==> config.mk <==
export PLATFORM = sky130hd
export DESIGN_NAME = rgb_led_button_mode_controller_unit
export DESIGN_NICKNAME = d
export VERILOG_FILES = /design/src/rtl/rlbm_pkg.sv /design/src/rtl/rgb_led_button_mode_controller_unit.sv /design/src/rtl/rlbm_ctrl.sv /design/src/rtl/rlbm_duty.sv
export SDC_FILE = /design/constraint.sdc
export NUM_CORES = 2
export LEC_CHECK = 0
export ABC_AREA = 0
export BUFFER_PORTS_ARGS = -buffer_cell sky130_fd_sc_hd__buf_2
export CAP_MARGIN = 10
export CELL_PAD_IN_SITES_DETAIL_PLACEMENT = 2
export CELL_PAD_IN_SITES_GLOBAL_PLACEMENT = 2
export CORE_MARGIN = 3
export CORE_UTILIZATION = 29
export DETAILED_ROUTE_END_ITERATION = 7
export GPL_TIMING_DRIVEN = 0
export MAX_ROUTING_LAYER = met4
export PLACE_DENSITY = 0.66
export SLEW_MARGIN = 20
export SYNTH_ARGS = -nofsm -noshare
export SYNTH_HDL_FRONTEND = slang
export SYNTH_SLANG_ARGS = --single-unit
export TNS_END_PERCENT = 10
==> constraint.sdc <==
create_clock -name clk -period 9.4 [get_ports clk]
set_input_delay 0.94 -clock clk [delete_from_list [all_inputs] [get_ports clk]]
set_output_delay 0.94 -clock clk [all_outputs]
set_load 0.01 [all_outputs]
==> src/rtl/rlbm_pkg.sv <==
// Shared types and constants for the RGB LED button mode controller.
// No dependencies; imported by every module of the block.
package rlbm_pkg;

  // Operating mode codes
  typedef enum logic [1:0] {
    MODE_AUTO  = 2'd0,
    MODE_RED   = 2'd1,
    MODE_BLUE  = 2'd2,
    MODE_GREEN = 2'd3
  } mode_t;

  // Button debouncer states (shared by the fast and gesture debouncers)
  typedef enum logic [1:0] {
    DB_IDLE = 2'd0,
    DB_SEEN = 2'd1,
    DB_HELD = 2'd2
  } deb_t;

  // Cross-fade phases; the fourth code leaves the levels alone
  typedef enum logic [1:0] {
    PH_RED_GREEN  = 2'd0,
    PH_GREEN_BLUE = 2'd1,
    PH_BLUE_RED   = 2'd2
  } phase_t;

  // Configuration register indexes
  localparam logic CFG_PERIOD_LOAD = 1'b0;
  localparam logic CFG_LONG_PRESS  = 1'b1;

  localparam logic [15:0] PERIOD_LOAD_RST = 16'd11362;
  localparam logic [7:0]  LONG_PRESS_RST  = 8'd200;

  localparam logic [7:0] LEVEL_MAX  = 8'd251;
  localparam logic [7:0] LEVEL_MIN  = 8'd1;
  localparam logic [7:0] LEVEL_STEP = 8'd5;
  localparam logic [4:0] SPEED_MAX  = 5'd20;
  localparam logic [4:0] SPEED_MIN  = 5'd1;
  localparam logic [4:0] SPEED_RST  = 5'd10;
  localparam logic [2:0] COUNT_MAX  = 3'd7;

  // Duty = level * load / 1000, done as a reciprocal multiply.
  // With a 24-bit product, ceil(2^34 / 1000) is exact for every operand.
  localparam int          PROD_W     = 24;
  localparam int          RECIP_W    = 25;
  localparam int          DUTY_SHIFT = 34;
  localparam int          DUTY_W     = 15;
  localparam int          QUO_W      = PROD_W + RECIP_W;
  localparam logic [RECIP_W-1:0] DUTY_RECIP = 25'd17179870;
  localparam int          NUM_LANES  = 3;
  localparam int          LANE_RED   = 0;
  localparam int          LANE_GREEN = 1;
  localparam int          LANE_BLUE  = 2;

  // Levels and mode handed from the state update to the duty pipeline
  typedef struct packed {
    logic [7:0] red;
    logic [7:0] green;
    logic [7:0] blue;
    mode_t      mode;
  } levels_t;

endpackage

==> src/rtl/rgb_led_button_mode_controller_unit.sv <==
// Top level of the RGB LED button mode controller: configuration registers,
// state update and duty pipeline. Depends on rlbm_pkg, rlbm_ctrl, rlbm_duty.
//
// Usage:
//   Each input item is one tick with the two sampled button bits
//   (in_valid / in_ready). Each item yields exactly one result item
//   (out_valid / out_ready) with the three levels, their pulse widths
//   level * period_load / 1000 and the current mode.
//   Throughput is one item per clock cycle while out_ready stays high. A
//   result reaches out_valid through these registers in order: the accepting
//   edge updates the controller state, the duty stage registers level * load,
//   and the output register takes the finished reciprocal divide.
//   Configuration writes (cfg_we, cfg_index, cfg_wdata) take effect at the
//   next edge and are meant for an idle block.
//   Reset (rst_n low at a clock edge) restores the register defaults, the
//   automatic fade state and empties the pipeline.
//   When out_ready is low the stages fill up and in_ready drops once every
//   stage holds an item; nothing is lost or repeated.
module rgb_led_button_mode_controller_unit (
  input  logic        clk,
  input  logic        rst_n,
  input  logic        in_valid,
  output logic        in_ready,
  input  logic        in_button_one_pressed,
  input  logic        in_button_two_pressed,
  output logic        out_valid,
  input  logic        out_ready,
  output logic [7:0]  out_red_level,
  output logic [7:0]  out_green_level,
  output logic [7:0]  out_blue_level,
  output logic [14:0] out_red_duty,
  output logic [14:0] out_green_duty,
  output logic [14:0] out_blue_duty,
  output logic [1:0]  out_current_mode,
  input  logic        cfg_we,
  input  logic        cfg_index,
  input  logic [15:0] cfg_wdata
);
  import rlbm_pkg::*;

  logic [15:0]       period_load_r;
  logic [7:0]        long_press_r;
  logic              lvl_valid, lvl_ready;
  levels_t           lvl, lvl_out;
  logic [DUTY_W-1:0] duty [NUM_LANES];

  // Configuration registers
  always_ff @(posedge clk) begin
    if (!rst_n) begin
      period_load_r <= PERIOD_LOAD_RST;
      long_press_r  <= LONG_PRESS_RST;
    end else if (cfg_we) begin
      case (cfg_index)
        CFG_PERIOD_LOAD: period_load_r <= cfg_wdata;
        CFG_LONG_PRESS:  long_press_r  <= cfg_wdata[7:0];
        default:         period_load_r <= period_load_r;
      endcase
    end
  end

  rlbm_ctrl u_ctrl (
    .clk              (clk),
    .rst_n            (rst_n),
    .in_valid         (in_valid),
    .in_ready         (in_ready),
    .button_one       (in_button_one_pressed),
    .button_two       (in_button_two_pressed),
    .long_press_ticks (long_press_r),
    .lvl_valid        (lvl_valid),
    .lvl_ready        (lvl_ready),
    .lvl              (lvl)
  );

  rlbm_duty u_duty (
    .clk         (clk),
    .rst_n       (rst_n),
    .in_valid    (lvl_valid),
    .in_ready    (lvl_ready),
    .lvl_in      (lvl),
    .period_load (period_load_r),
    .out_valid   (out_valid),
    .out_ready   (out_ready),
    .lvl_out     (lvl_out),
    .duty        (duty)
  );

  // Split the result item onto its ports
  assign out_red_level    = lvl_out.red;
  assign out_green_level  = lvl_out.green;
  assign out_blue_level   = lvl_out.blue;
  assign out_current_mode = lvl_out.mode;
  assign out_red_duty     = duty[LANE_RED];
  assign out_green_duty   = duty[LANE_GREEN];
  assign out_blue_duty    = duty[LANE_BLUE];

endmodule

==> src/rtl/rlbm_ctrl.sv <==
// Per-tick state update: debouncers, long-press timers, mode gestures,
// fade and manual level steps. Depends on rlbm_pkg.
module rlbm_ctrl (
  input  logic              clk,
  input  logic              rst_n,
  input  logic              in_valid,
  output logic              in_ready,
  input  logic              button_one,
  input  logic              button_two,
  input  logic [7:0]        long_press_ticks,
  output logic              lvl_valid,
  input  logic              lvl_ready,
  output rlbm_pkg::levels_t lvl
);
  import rlbm_pkg::*;

  deb_t       fd1_r, fd2_r, gd1_r, gd2_r;
  deb_t       fd1_nxt, fd2_nxt, gd1_nxt, gd2_nxt;
  logic [7:0] ht1_r, ht2_r, ht1_nxt, ht2_nxt;
  logic [2:0] spc_r, spc_nxt;
  mode_t      mode_r, mode_nxt;
  logic [4:0] speed_r, speed_nxt, div_r, div_nxt;
  phase_t     phase_r, phase_nxt;
  logic [7:0] red_r, green_r, blue_r, red_nxt, green_nxt, blue_nxt;
  logic       v1_r;
  logic       take;

  function automatic logic [7:0] hold_step(input logic [7:0] t, input logic [7:0] thr);
    hold_step = (t >= thr) ? t : t + 8'd1;
  endfunction

  function automatic logic [7:0] level_up(input logic [7:0] v);
    level_up = (v >= LEVEL_MAX - LEVEL_STEP + 8'd1) ? LEVEL_MAX : v + LEVEL_STEP;
  endfunction

  function automatic logic [7:0] level_down(input logic [7:0] v);
    level_down = (v <= LEVEL_MIN + LEVEL_STEP) ? LEVEL_MIN : v - LEVEL_STEP;
  endfunction

  function automatic deb_t deb_step(input deb_t st, input logic pressed);
    deb_t nx;
    nx = st;
    if (!pressed) begin
      nx = DB_IDLE;
    end else begin
      case (st)
        DB_IDLE: nx = DB_SEEN;
        DB_SEEN: nx = DB_HELD;
        default: nx = st;
      endcase
    end
    deb_step = nx;
  endfunction

  // Advance when the downstream stage frees up
  assign in_ready  = !v1_r || lvl_ready;
  assign take      = in_valid && in_ready;
  assign lvl_valid = v1_r;
  assign lvl.red   = red_r;
  assign lvl.green = green_r;
  assign lvl.blue  = blue_r;
  assign lvl.mode  = mode_r;

  // Next state for one tick
  always_comb begin
    logic long1, long2, frozen, up, down;
    fd1_nxt   = fd1_r;
    fd2_nxt   = fd2_r;
    gd1_nxt   = gd1_r;
    gd2_nxt   = gd2_r;
    ht1_nxt   = ht1_r;
    ht2_nxt   = ht2_r;
    spc_nxt   = spc_r;
    mode_nxt  = mode_r;
    speed_nxt = speed_r;
    div_nxt   = div_r;
    phase_nxt = phase_r;
    red_nxt   = red_r;
    green_nxt = green_r;
    blue_nxt  = blue_r;
    long1     = 1'b0;
    long2     = 1'b0;
    up        = 1'b0;
    down      = 1'b0;

    // Button two: debounce, then time the hold; decide mode on release
    if (button_two) begin
      if (gd2_r != DB_HELD) begin
        gd2_nxt = deb_step(gd2_r, 1'b1);
      end else begin
        ht2_nxt = hold_step(ht2_r, long_press_ticks);
      end
    end else begin
      gd2_nxt = DB_IDLE;
      if (ht2_r >= long_press_ticks) begin
        if (ht1_r >= long_press_ticks) begin
          mode_nxt = MODE_GREEN;
        end else if (spc_r == 3'd2) begin
          mode_nxt = MODE_BLUE;
        end else if (spc_r == 3'd1) begin
          mode_nxt = MODE_RED;
        end
      end
      ht2_nxt = 8'd0;
    end

    // Button one counts presses only while button two is held
    if (gd2_nxt == DB_HELD) begin
      if (button_one) begin
        if (gd1_r != DB_HELD) begin
          gd1_nxt = deb_step(gd1_r, 1'b1);
        end else begin
          ht1_nxt = hold_step(ht1_r, long_press_ticks);
        end
      end else begin
        if (gd1_r == DB_HELD) begin
          long1 = ht1_r >= long_press_ticks;
          long2 = ht2_nxt >= long_press_ticks;
          if (long1 && long2) begin
            mode_nxt = MODE_GREEN;
            spc_nxt  = 3'd0;
          end else if (spc_r < COUNT_MAX) begin
            spc_nxt = spc_r + 3'd1;
          end
          ht1_nxt = 8'd0;
        end
        gd1_nxt = DB_IDLE;
      end
    end else begin
      gd1_nxt = DB_IDLE;
      ht1_nxt = 8'd0;
      spc_nxt = 3'd0;
    end

    frozen = (gd2_nxt == DB_HELD && gd1_nxt == DB_HELD) ||
             (ht2_nxt >= long_press_ticks);

    if (!frozen) begin
      up      = button_one && (fd1_r == DB_SEEN);
      down    = button_two && (fd2_r == DB_SEEN);
      fd1_nxt = deb_step(fd1_r, button_one);
      fd2_nxt = deb_step(fd2_r, button_two);
      if (mode_nxt == MODE_AUTO) begin
        // Cross-fade one step when the divider runs out
        if (div_r == 5'd0) begin
          case (phase_r)
            PH_RED_GREEN: begin
              red_nxt   = red_r - LEVEL_STEP;
              green_nxt = green_r + LEVEL_STEP;
              if (red_nxt == LEVEL_MIN) phase_nxt = PH_GREEN_BLUE;
            end
            PH_GREEN_BLUE: begin
              green_nxt = green_r - LEVEL_STEP;
              blue_nxt  = blue_r + LEVEL_STEP;
              if (green_nxt == LEVEL_MIN) phase_nxt = PH_BLUE_RED;
            end
            PH_BLUE_RED: begin
              blue_nxt = blue_r - LEVEL_STEP;
              red_nxt  = red_r + LEVEL_STEP;
              if (blue_nxt == LEVEL_MIN) phase_nxt = PH_RED_GREEN;
            end
            default: phase_nxt = phase_r;
          endcase
          div_nxt = speed_r;
        end else begin
          div_nxt = div_r - 5'd1;
        end
        // Button one speeds the fade up, button two slows it down
        if (up) begin
          speed_nxt = (speed_r <= SPEED_MIN) ? SPEED_MIN : speed_r - 5'd1;
        end
        if (down) begin
          speed_nxt = (speed_nxt >= SPEED_MAX) ? SPEED_MAX : speed_nxt + 5'd1;
        end
      end else begin
        // Manual mode: step the selected level
        case (mode_nxt)
          MODE_RED: begin
            if (up)   red_nxt = level_up(red_nxt);
            if (down) red_nxt = level_down(red_nxt);
          end
          MODE_BLUE: begin
            if (up)   blue_nxt = level_up(blue_nxt);
            if (down) blue_nxt = level_down(blue_nxt);
          end
          default: begin
            if (up)   green_nxt = level_up(green_nxt);
            if (down) green_nxt = level_down(green_nxt);
          end
        endcase
      end
    end
  end

  // Hold state; update it on each accepted item
  always_ff @(posedge clk) begin
    if (!rst_n) begin
      v1_r    <= 1'b0;
      fd1_r   <= DB_IDLE;
      fd2_r   <= DB_IDLE;
      gd1_r   <= DB_IDLE;
      gd2_r   <= DB_IDLE;
      ht1_r   <= 8'd0;
      ht2_r   <= 8'd0;
      spc_r   <= 3'd0;
      mode_r  <= MODE_AUTO;
      speed_r <= SPEED_RST;
      div_r   <= SPEED_RST;
      phase_r <= PH_RED_GREEN;
      red_r   <= LEVEL_MAX;
      green_r <= LEVEL_MIN;
      blue_r  <= LEVEL_MIN;
    end else begin
      if (in_ready) begin
        v1_r <= in_valid;
      end
      if (take) begin
        fd1_r   <= fd1_nxt;
        fd2_r   <= fd2_nxt;
        gd1_r   <= gd1_nxt;
        gd2_r   <= gd2_nxt;
        ht1_r   <= ht1_nxt;
        ht2_r   <= ht2_nxt;
        spc_r   <= spc_nxt;
        mode_r  <= mode_nxt;
        speed_r <= speed_nxt;
        div_r   <= div_nxt;
        phase_r <= phase_nxt;
        red_r   <= red_nxt;
        green_r <= green_nxt;
        blue_r  <= blue_nxt;
      end
    end
  end

endmodule

==> src/rtl/rlbm_duty.sv <==
// Two-stage duty pipeline: level * load, then divide by 1000 through a
// reciprocal multiply into the output register. Depends on rlbm_pkg.
module rlbm_duty (
  input  logic                    clk,
  input  logic                    rst_n,
  input  logic                    in_valid,
  output logic                    in_ready,
  input  rlbm_pkg::levels_t       lvl_in,
  input  logic [15:0]             period_load,
  output logic                    out_valid,
  input  logic                    out_ready,
  output rlbm_pkg::levels_t       lvl_out,
  output logic [rlbm_pkg::DUTY_W-1:0] duty [rlbm_pkg::NUM_LANES]
);
  import rlbm_pkg::*;

  logic              v2_r, v3_r, rdy2, rdy3;
  levels_t           pay2_r, pay3_r;
  logic [7:0]        lane_lvl [NUM_LANES];
  logic [PROD_W-1:0] prod [NUM_LANES];
  logic [PROD_W-1:0] prod2_r [NUM_LANES];
  logic [QUO_W-1:0]  quo [NUM_LANES];
  logic [DUTY_W-1:0] duty3_r [NUM_LANES];

  // Stage readiness
  assign rdy3      = !v3_r || out_ready;
  assign rdy2      = !v2_r || rdy3;
  assign in_ready  = rdy2;
  assign out_valid = v3_r;
  assign lvl_out   = pay3_r;
  assign duty      = duty3_r;

  assign lane_lvl[LANE_RED]   = lvl_in.red;
  assign lane_lvl[LANE_GREEN] = lvl_in.green;
  assign lane_lvl[LANE_BLUE]  = lvl_in.blue;

  // Scale and divide per lane
  always_comb begin
    for (int i = 0; i < NUM_LANES; i++) begin
      prod[i] = PROD_W'(lane_lvl[i]) * PROD_W'(period_load);
      quo[i]  = QUO_W'(prod2_r[i]) * QUO_W'(DUTY_RECIP);
    end
  end

  // Advance valid bits
  always_ff @(posedge clk) begin
    if (!rst_n) begin
      v2_r <= 1'b0;
      v3_r <= 1'b0;
    end else begin
      if (rdy2) v2_r <= in_valid;
      if (rdy3) v3_r <= v2_r;
    end
  end

  // Move payload through the stages
  always_ff @(posedge clk) begin
    if (rdy2 && in_valid) begin
      pay2_r  <= lvl_in;
      prod2_r <= prod;
    end
    if (rdy3 && v2_r) begin
      pay3_r <= pay2_r;
      for (int i = 0; i < NUM_LANES; i++) begin
        duty3_r[i] <= quo[i][DUTY_SHIFT +: DUTY_W];
      end
    end
  end

endmodule

==> results_dict.tcl <==
set metrics [dict create \
    status "completed" \
    fill_cells 19040 \
    clkLatencyLatePin_ns 0.67 \
    yosysWarnings 0 \
    clk_pin_slew_worst_paths_ns 0.07 \
    cp_top_family "adder cells" \
    critPathArrivalTime_ns 7.89 \
    grt_usage 0.1777 \
    die-area_um2 178500 \
    reg2reg_depth 23 \
    drt.antenna.violating_nets 0 \
    multiInputGateArea_um2 37770 \
    cts_setup_buffers 0 \
    vias 36420 \
    postSynthCellCount 5224 \
    async_flop_share 0 \
    hold_path_class "reg2reg" \
    reg2reg_setup_slack_ns 1.91 \
    slowest_stage "edfxtp_1" \
    tightestPinTransition_ns 0.9640 \
    antenna_found_initial 7 \
    die_w_um 422.5 \
    cp_cell_sequence "fa_1 -> inv_1 -> fa_1 -> inv_1 -> ha_1 -> inv_1 -> fa_1 -> inv_1 -> fa_1 -> fa_1 -> inv_1 -> fa_1 -> inv_1 -> ha_1 -> nand4_1 -> nor4_1 -> nand2_1 -> a31oi_1 -> o31ai_2 -> a21oi_1 -> a21oi_1 -> o21ai_0 -> xnor2_1" \
    core_area_um2 172100 \
    synth_edf_count 169 \
    avgSynthCellArea_um2 9.632 \
    hpwl_um 123300 \
    cts_sinks 261 \
    overflow 0 \
    cts.path.max_buffers 3 \
    cp_num_cells 23 \
    via_per_inst 4.721 \
    initial_core_util 0.2924 \
    skew_ns 0.05177 \
    worstSetupEndpointType "flop" \
    cts-resized-gates 0 \
    synth-main-ff-cell "edfxtp_1" \
    grt_pass1_wl_um 243200 \
    register_area_um2 6917 \
    die_h_um 422.5 \
    met3_usage 0.01529 \
    syn_nets 6982 \
    layout_min_cycle_time_ns 7.489 \
    cts_hold_buf 0 \
    drtPass1Iterations 4 \
    gr-usage-met1 0.2278 \
    finalMaxSlewViolations 0 \
    grt_pass1_vias 42190 \
    cts_tree "done" \
    initialDrtViolationCount 1061 \
    slew_headroom 0.3407 \
    crit_path_max_fanout 11 \
    wire_per_inst_um 19.49 \
    start_kind "flop" \
    synth_seq_area_share 0.1375 \
    htree_levels 2 \
    critPathMaxStageDelay_ns 0.75 \
    timing.rr.start "u_duty.prod2_r[40]$_DFFE_PP_" \
    required_ns 9.80 \
    setup_viol 0 \
    cts-root-buf "clkbuf_16" \
    grt-busiest-layer "met2" \
    path_class "reg2reg" \
    drive_gt1_frac 0.04795 \
    areaGrowthSynthToFinish_pct 10.01 \
    numCtsBuffers 40 \
    cp.buffers_inverters 6 \
    final_cell_mix "inv_1, ha_1, fa_1" \
    gp_congestion 0.8275 \
    crit_path_end "u_duty.duty[27]$_DFFE_PP_" \
    rows 152 \
    maxCapViolCount 0 \
    portBuffers 95 \
    syn-cell-area_um2 50320 \
    rsz0062_at_grt "false" \
    ys_ff_latch 261 \
    crit_start "u_duty.prod2_r[40]$_DFFE_PP_" \
    hold_slack_ns 0.4203 \
    post-route-period-util 0.7967 \
    ys_types 111 \
    groute.layer.met2.usage 0.3099 \
    layout.nets 7128 \
    max_freq_ghz 0.1335 \
    route.detailed.drc 0 \
    final-hold-violation-count 0 \
    grt_max_degree 24 \
    layout_commonest_cell "inv_1" \
    worstReg2RegEnd "u_duty.duty[27]$_DFFE_PP_" \
    wirelength_um 150400 \
    ios 97 \
]
## stage by stage
stage / instance area [um^2] / cells / TNS [ns] / util / setup WS [ns]
3_5_place_dp: 53940 / 7638 / 0 / 0.3134 / 1.868
4_1_cts: 55350 / 7712 / 0 / 0.3216 / 1.818
2_1_floorplan: 50320 / 5224 / 0 / - / 0.5635
3_3_place_gp: 53680 / 7629 / -394.53 / 0.3119 / -4.054
6_report: 55360 / 7714 / 0 / 0.3216 / 1.911
5_1_grt: 55360 / 7714 / 0 / 0.3216 / 1.497
## routing by layer
layer / vias to the layer above / part of all wire
met2: 318 / 0.51
met5: - / 0
met4: 0 / 0.017
met3: 121 / 0.020
met1: 19130 / 0.46
li1: 16850 / -
## worst min path at each step
stage,from,cells past startpoint,endpoint
6_report,u_duty.pay2_r[10]$_DFFE_PP_,0,u_duty.lvl_out[10]$_DFFE_PP_
2_1_floorplan,u_duty.pay2_r[0]$_DFFE_PP_,0,u_duty.lvl_out[0]$_DFFE_PP_
3_5_place_dp,u_duty.pay2_r[0]$_DFFE_PP_,0,u_duty.lvl_out[0]$_DFFE_PP_
3_3_place_gp,u_duty.pay2_r[11]$_DFFE_PP_,0,u_duty.lvl_out[11]$_DFFE_PP_
5_1_grt,u_duty.pay2_r[10]$_DFFE_PP_,0,u_duty.lvl_out[10]$_DFFE_PP_
4_1_cts,u_duty.pay2_r[10]$_DFFE_PP_,0,u_duty.lvl_out[10]$_DFFE_PP_
## logic make-up (layout without fill, tap and decap cells)
| logic type | after synthesis | count (layout) | share of synthesized area |
|---|---|---|---|
| adders and majority gates | 1734 | 1734 | 0.5471 |
| buffers and inverters | 1491 | 1669 | 0.1123 |
| and+or+nand+nor | 1016 | 1016 | 0.1011 |
| AOI/OAI and AO/OA | 587 | 587 | 0.07830 |
| DFF | 261 | 261 | 0.1375 |
| xor gates and xnor gates | 126 | 126 | 0.02193 |
| muxes | 9 | 9 | 0.001790 |
| other | 0 | 2 | 0 |
## registers in the layout, summed over array words and instances, names as in the netlist, 2 cells and up
name / flops
long_press_r: 8
u_ctrl.red_r: 8
u_ctrl.ht2_r: 8
u_ctrl.gd1_r: 2
u_ctrl.blue_r: 8
u_duty.prod2_r: 72
u_ctrl.spc_r: 3
u_ctrl.fd1_r: 2
u_duty.lvl_out: 26
period_load_r: 16
u_duty.duty: 45
u_ctrl.ht1_r: 8
u_ctrl.phase_r: 2
u_ctrl.speed_r: 5
u_ctrl.mode_r: 2
u_duty.pay2_r: 26
u_ctrl.gd2_r: 2
u_ctrl.div_r: 5
u_ctrl.fd2_r: 2
u_ctrl.green_r: 8
## layout make-up
cell class              count  area share
well taps                2310     0.05221
clock buffers              43     0.01829
diodes                      2  0.00009041
clock inverters            31    0.007278
multi-input cells        3472      0.6823
repair buffers            104     0.01279
inverters                1353     0.09175
flip-flops and latches    261      0.1249
plain buffers             138     0.01037
## cell usage after synthesis, drive strengths merged, types with 9 or more instances
master     n  area share
inv     1353        0.10
ha       957        0.24
fa       777        0.31
nand2    391       0.029
and2     193       0.024
a21oi    178       0.018
edfxtp   169        0.10
nor2     139       0.010
o21ai    122       0.013
clkbuf   113      0.0084
dfxtp     92       0.037
xnor2     90       0.016
nand3     69      0.0071
nor3      54      0.0055
a21o      41      0.0061
xor2      36      0.0063
a211oi    28      0.0044
nand4     26      0.0037
and3      25      0.0031
buf       25      0.0030
nor2b     25      0.0031
o211ai    25      0.0038
o21a      23      0.0034
a31oi     19      0.0024
nand2b    19      0.0024
o31ai     19      0.0034
a21boi    14      0.0022
nor4      14      0.0023
o22ai     14      0.0020
or3       14      0.0018
o31a      11      0.0019
a211o     10      0.0017
o21bai    10      0.0015
mux2i      9      0.0018
nor3b      9      0.0014
Power is not shown: default switching activity piles up to over one toggle a cycle in this logic, so the estimate is an artifact.
